### src/sv/gzsf_pkg.sv
// ============================================================================
// gzsf_pkg
// Shared types and constants for the Gouraud span fill with inverse-depth store.
// ============================================================================
`default_nettype none
package gzsf_pkg;
  localparam int Width = 320;
  localparam int Height = 240;
  localparam int ChunkThreshold = 5;
  localparam int StoreSize = Width * Height;
  localparam int AddrW = $clog2(StoreSize);

  typedef enum logic [1:0] {
    FUNC_DRAW  = 2'd0,
    FUNC_CLEAR = 2'd1,
    FUNC_READ  = 2'd2,
    FUNC_NOP   = 2'd3
  } func_t;

  typedef struct packed {
    logic [1:0]  func;
    logic signed [11:0] x_start;
    logic [7:0]  row;
    logic [10:0] span_length;
    logic [23:0] ids;
    logic [23:0] ide;
    logic [7:0]  rs;
    logic [7:0]  gs;
    logic [7:0]  bs;
    logic [7:0]  re;
    logic [7:0]  ge;
    logic [7:0]  be;
  } cmd_t;

  localparam int CmdW = $bits(cmd_t);
endpackage
`default_nettype wire

### src/sv/gzsf_front.sv
// ============================================================================
// gzsf_front
// Command queue: holds accepted words until the back end takes them.
// ============================================================================
`default_nettype none
module gzsf_front
  import gzsf_pkg::*;
(
  input  wire logic clk,
  input  wire logic rst_n,
  input  wire logic in_valid,
  output logic      in_stall,
  input  wire cmd_t in_cmd,
  output logic      q_valid,
  input  wire logic q_take,
  output cmd_t      q_cmd
);
  cmd_t        mem_r [2];
  logic [1:0]  cnt_r;
  logic        wp_r;
  logic        rp_r;
  logic        push;
  logic        pop;

  assign in_stall = (cnt_r == 2'd2);
  assign push = in_valid && !in_stall;
  assign pop = q_take && q_valid;
  assign q_valid = (cnt_r != 2'd0);
  assign q_cmd = mem_r[rp_r];

  always_ff @(posedge clk) begin
    if (push) begin
      mem_r[wp_r] <= in_cmd;
    end
    if (!rst_n) begin
      cnt_r <= 2'd0;
      wp_r <= 1'b0;
      rp_r <= 1'b0;
    end else begin
      if (push) wp_r <= !wp_r;
      if (pop) rp_r <= !rp_r;
      cnt_r <= cnt_r + {1'b0, push} - {1'b0, pop};
    end
  end
endmodule
`default_nettype wire

### config.mk
export PLATFORM = sky130hd
export DESIGN_NAME = gzsf_front
export DESIGN_NICKNAME = d
export VERILOG_FILES = /design/src/sv/gzsf_pkg.sv /design/src/sv/gzsf_front.sv
export SDC_FILE = /design/constraint.sdc
export NUM_CORES = 1
export LEC_CHECK = 0
export BUFFER_PORTS_ARGS = -buffer_cell sky130_fd_sc_hd__buf_2
export CORE_ASPECT_RATIO = 0.7
export CORE_MARGIN = 3
export CORE_UTILIZATION = 50
export DETAILED_ROUTE_END_ITERATION = 10
export GPL_ROUTABILITY_DRIVEN = 0
export HOLD_SLACK_MARGIN = 0.12
export PLACE_DENSITY = 0.77
export SLEW_MARGIN = 15
export SYNTH_ARGS = -nofsm -noshare
export SYNTH_HDL_FRONTEND = slang
export SYNTH_SLANG_ARGS = --single-unit
export TNS_END_PERCENT = 50
### constraint.sdc
create_clock -name clk -period 8.4 [get_ports clk]
set_input_delay 1.68 -clock clk [delete_from_list [all_inputs] [get_ports clk]]
set_output_delay 1.68 -clock clk [all_outputs]
set_load 0.05 [all_outputs]
==> results.md <==
- The die covers ~21,000 µm².
- The largest family of logic cells by synthesized area is multiplexers.
- When the netlist entered floorplanning its net count stood at about 560.
- The clock skew is approximately 6.2 ps.
- The area growth from synthesis to layout is 23.3%.
- Synthesis produced roughly 430 cells.
- The quantity of I/O buffers inserted on ports is between 200 and 300.
- In this run the tightest slew margin relative to its limit is 0.303.
- The share of total power dissipated in sequential elements is 0.420.
- The die is around 120 µm tall.
- In this run the critical register-to-register path is captured at mem_r[1][10].
- Of the cells placed in the final design, the portion with a size suffix greater than 1 is 0.601.
- The total I/O pin count is ~260.
- The post-route minimum period is 4340 ps.
- The final hold slack is between 500 and 600 ps.
- The buffers inserted during post-CTS setup optimization is 0.
- The library cell used as clock root buffer is sky130_fd_sc_hd__clkbuf_16.
- The number of different library cells used by synthesis comes to 17.
- The number of buffers created by CTS is 25.
- The compound-cell area share of the yosys netlist came to 0.000783.
- The TritonCTS clock tree is yes.
- Setup violations remaining at the end of the flow were counted as 0.
- Of the available clock period, the critical path in the final layout requires 0.517.
- In the final design database the tool counted around 840 nets.
- The number of remaining DRC errors is 0.
- At the worst endpoint, the arrival time is between 2000 and 3000 ps.
- The number of standard-cell rows in the floorplan is 41.
- Of the total synthesized cell area, the portion taken by AND, OR, NAND and NOR gates is 0.00639.
- The critical path capture point type is an output port.
- After detailed routing, the average wire length per cell comes to approximately 20 µm.
- After layout, the worst setup slack is about 4000 ps.
- For this configuration, the core starts out at a cell density of 0.521.
- The highest net fanout along the worst path is 94.
- After clock tree synthesis, the repair step resized 0 gates.
- In this run the mean area of a mapped cell was around 23 µm².
- The HPWL after detailed placement is 12,600 µm.
- The die is 172 µm wide.
- The total design power is 4.08 mW.
- The number of global-route vias before repair was ~5.2k.
- The instance count after placement with tap cells included is ~920.
- The total internal power is ~2.6 mW.
- The origin of the critical flop-to-flop path is cnt_r[0].
- The worst hold path class is flip-flop to flip-flop.
- The worst IR drop on VDD is 207 µV.
- The initial detailed-routing violation count is 360.
- The share of total power dissipated in combinational logic is 0.338.
- The post-synthesis mux area share is 0.153.
- The worst hold path was traced through 2 stages.
- In the final timing run, aggregate negative setup slack is 0 ps.
- The maximum frequency from static timing analysis is 230 MHz.
- In the global route stage, overall resource usage came out at 0.176.
- Of the synthesized area, sequential elements account for 0.818.
- The largest single stage delay on the critical path is about 730 ps.
- The cell type of the slowest stage on the worst timing path is sky130_fd_sc_hd__buf_6.
- Setup repair after global routing left no endpoint under its margin.
- The signal on the critical path passes through buf_6 > mux2_2 > buf_2.
- The endpoint with the worst hold slack is wp_r.
- Broken down by cell family, the worst path's largest delay share belongs to buffers and inverters.
- The number of sinks handled by clock tree synthesis is around 260.
- The final hold violation count is 0.
- The pin slew with the least headroom to its limit is approximately 1000 ps.
- Of the total synthesized cell area, the portion taken by XOR and XNOR cells is 0.00274.
- In this run the most critical hold path is launched from wp_r.
- For the worst flop-to-flop path, the logic depth is 3.
- The count of buffer and inverter cells on the critical path is 2.
- Yosys printed 0 warnings.
- The global route total overflow is 0.
- The mapped cell area is 9590 µm².
- The number of search-and-repair iterations in the first detailed-routing pass is 4.
- Clock latency on the worst-skew pair, taken at its later pin, is roughly 500 ps.
- The number of buffers on the longest clock path is 3.
- The post-detailed-route count of antenna-violating nets is 0.
- The number of standard cells in the layout, taps in and fillers out is about 960.
- In this run the standard cell core region covers 18,400 µm².
- The run finished with clean final reports.
- The required time of the worst setup path is roughly 6700 ps.
- The number of synthesized register bits is around 260.
- The analysis attributes to net switching a power of around 1.5 mW.
- The routed layout has approximately 5.0k vias.
- The synthesized-area fraction occupied by adder cells is 0.00261.
- The total wire length is 18,900 µm.
- The number of buffers inserted for hold repair after clock tree synthesis is 0.
- The top cell type's share of synthesized area is 0.808.
- Clock-pin slew was measured on the worst setup and hold paths at roughly 60 ps.
- The cell leakage power is ~4.4 nW.
- Yosys attributes the largest share of cell area to sky130_fd_sc_hd__edfxtp_1 (81%), sky130_fd_sc_hd__mux2_2 (15%), sky130_fd_sc_hd__buf_6 (1.5%).
- The category of the most critical setup path is flip-flop to output port.
- The detailed-route vias per instance is ~5.
- The post-placement setup slack is 4300 ps.
- The first global-routing pass estimated about 28,000 µm of wire.
- The share of total power in the clock network is 0.243.
- The initial antenna violation count is 4.
- For this design the ratio of total power to cell area is around 340 nW/µm².
- Of the total power, the share spent switching nets is 0.371.
- The max-capacitance violation count is 0.
- Entering global routing, the biggest net connects 95 pins.
- The H-tree depth reported by CTS is 1.
- The cell type contributing the most total cell area after synthesis is sky130_fd_sc_hd__edfxtp_1.
- The worst setup path is launched from a flip-flop.
- The internal reg-to-reg setup slack is 5790 ps.
- The number of pins with negative max-slew slack in the final report is 0.
## cells by family after synthesis
kind of cell	count (synthesis)
AND/OR/NAND/NOR	11
AO/OA/AOI/OAI	1
buffers and inverters	16
adder cells (fa/ha/maj)	2
multiplexers	130
flip-flops	263
XOR/XNOR	3
## worst max path at each step
| stage | depth (start not counted) | from | to | slack (ps) |
|---|---|---|---|---|
| 4_1_cts | 3 | flip-flop | q_cmd[128] | 3750 |
| 2_1_floorplan | 2 | in_valid | mem_r[0][0] | 650 |
| 6_report | 3 | flip-flop | q_cmd[128] | 4060 |
| 5_1_grt | 3 | flip-flop | q_cmd[128] | 3950 |
| 3_5_place_dp | 3 | flip-flop | q_cmd[128] | 4300 |
| 3_3_place_gp | 3 | flip-flop | q_cmd[128] | 4320 |
## flip-flops by register name (all words and copies together) (netlist names), named ones only
signal  flops
mem_r     258
cnt_r       2
rp_r        1
wp_r        1
## worst reg2reg max path: cells and delay by family (launching register included)
family	cells	cell delay, ps
buffers and inverters	1	880
DFF	1	360
and+or+nand+nor	2	890
## routing by layer
metal / GRT usage / vias up / routed length (µm)
li1: - / 2254 / -
met1: 0.222 / 2431 / 7540
met2: 0.288 / 223 / 8950
met3: 0.0636 / 38 / 1900
met4: 0.0548 / 6 / 456
met5: 0 / - / 41
## through the flow
stage	utilization	cell area [µm²]
3_5_place_dp	0.602	11100
5_1_grt	0.642	11800
4_1_cts	0.642	11800
6_report	0.642	11800
3_3_place_gp	0.602	11100
2_1_floorplan	-	9590
## cells in the mapped netlist
library cell / number
sky130_fd_sc_hd__ha_1: 2
sky130_fd_sc_hd__xnor2_1: 3
sky130_fd_sc_hd__edfxtp_1: 258
sky130_fd_sc_hd__nand2b_1: 2
sky130_fd_sc_hd__nand2_1: 2
sky130_fd_sc_hd__mux2_2: 129
sky130_fd_sc_hd__o21a_1: 1
sky130_fd_sc_hd__inv_1: 2
sky130_fd_sc_hd__nor2b_1: 2
sky130_fd_sc_hd__mux2i_1: 1
sky130_fd_sc_hd__or2_2: 1
sky130_fd_sc_hd__buf_6: 13
sky130_fd_sc_hd__buf_2: 1
sky130_fd_sc_hd__and2_1: 2
sky130_fd_sc_hd__nor2_1: 1
sky130_fd_sc_hd__dfxtp_1: 5
sky130_fd_sc_hd__and3_1: 1
## placed cells by master (no fill, tap or decap), drive strengths merged
cell / count
mux2: 129
dfxtp: 5
clkinvlp: 3
nor2b: 2
mux2i: 1
nor2: 1
ha: 2
and2: 2
o21a: 1
clkinv: 14
nand2b: 2
inv: 2
xnor2: 3
buf: 267
nand2: 2
diode: 1
edfxtp: 258
and3: 1
clkbuf: 28
or2: 1
## power groups by stage
| stage | sequential [mW] | combinational (mW) | clock (mW) |
|---|---|---|---|
| finish | 1.71 | 1.38 | 0.990 |
| global placement | 1.73 | 1.37 | 0 |
| detailed placement | 1.74 | 1.39 | 0 |
| global route | 1.73 | 1.44 | 1.08 |
| floorplan | 1.74 | 1.13 | 0 |
| CTS | 1.71 | 1.39 | 1.02 |
## area by class of cell
| cell class | count | area (µm²) |
|---|---|---|
| sequential | 263 | 7850 |
| clock inverter | 17 | 87.6 |
| tap | 236 | 295 |
| clock buffer | 28 | 637 |
| inverter | 2 | 7.51 |
| fill | 1295 | 6590 |
| timing repair buffer | 267 | 1350 |
| multi-input combinational | 147 | 1600 |
| antenna | 1 | 2.50 |
Note: power is estimated with default switching activity, not from simulation.
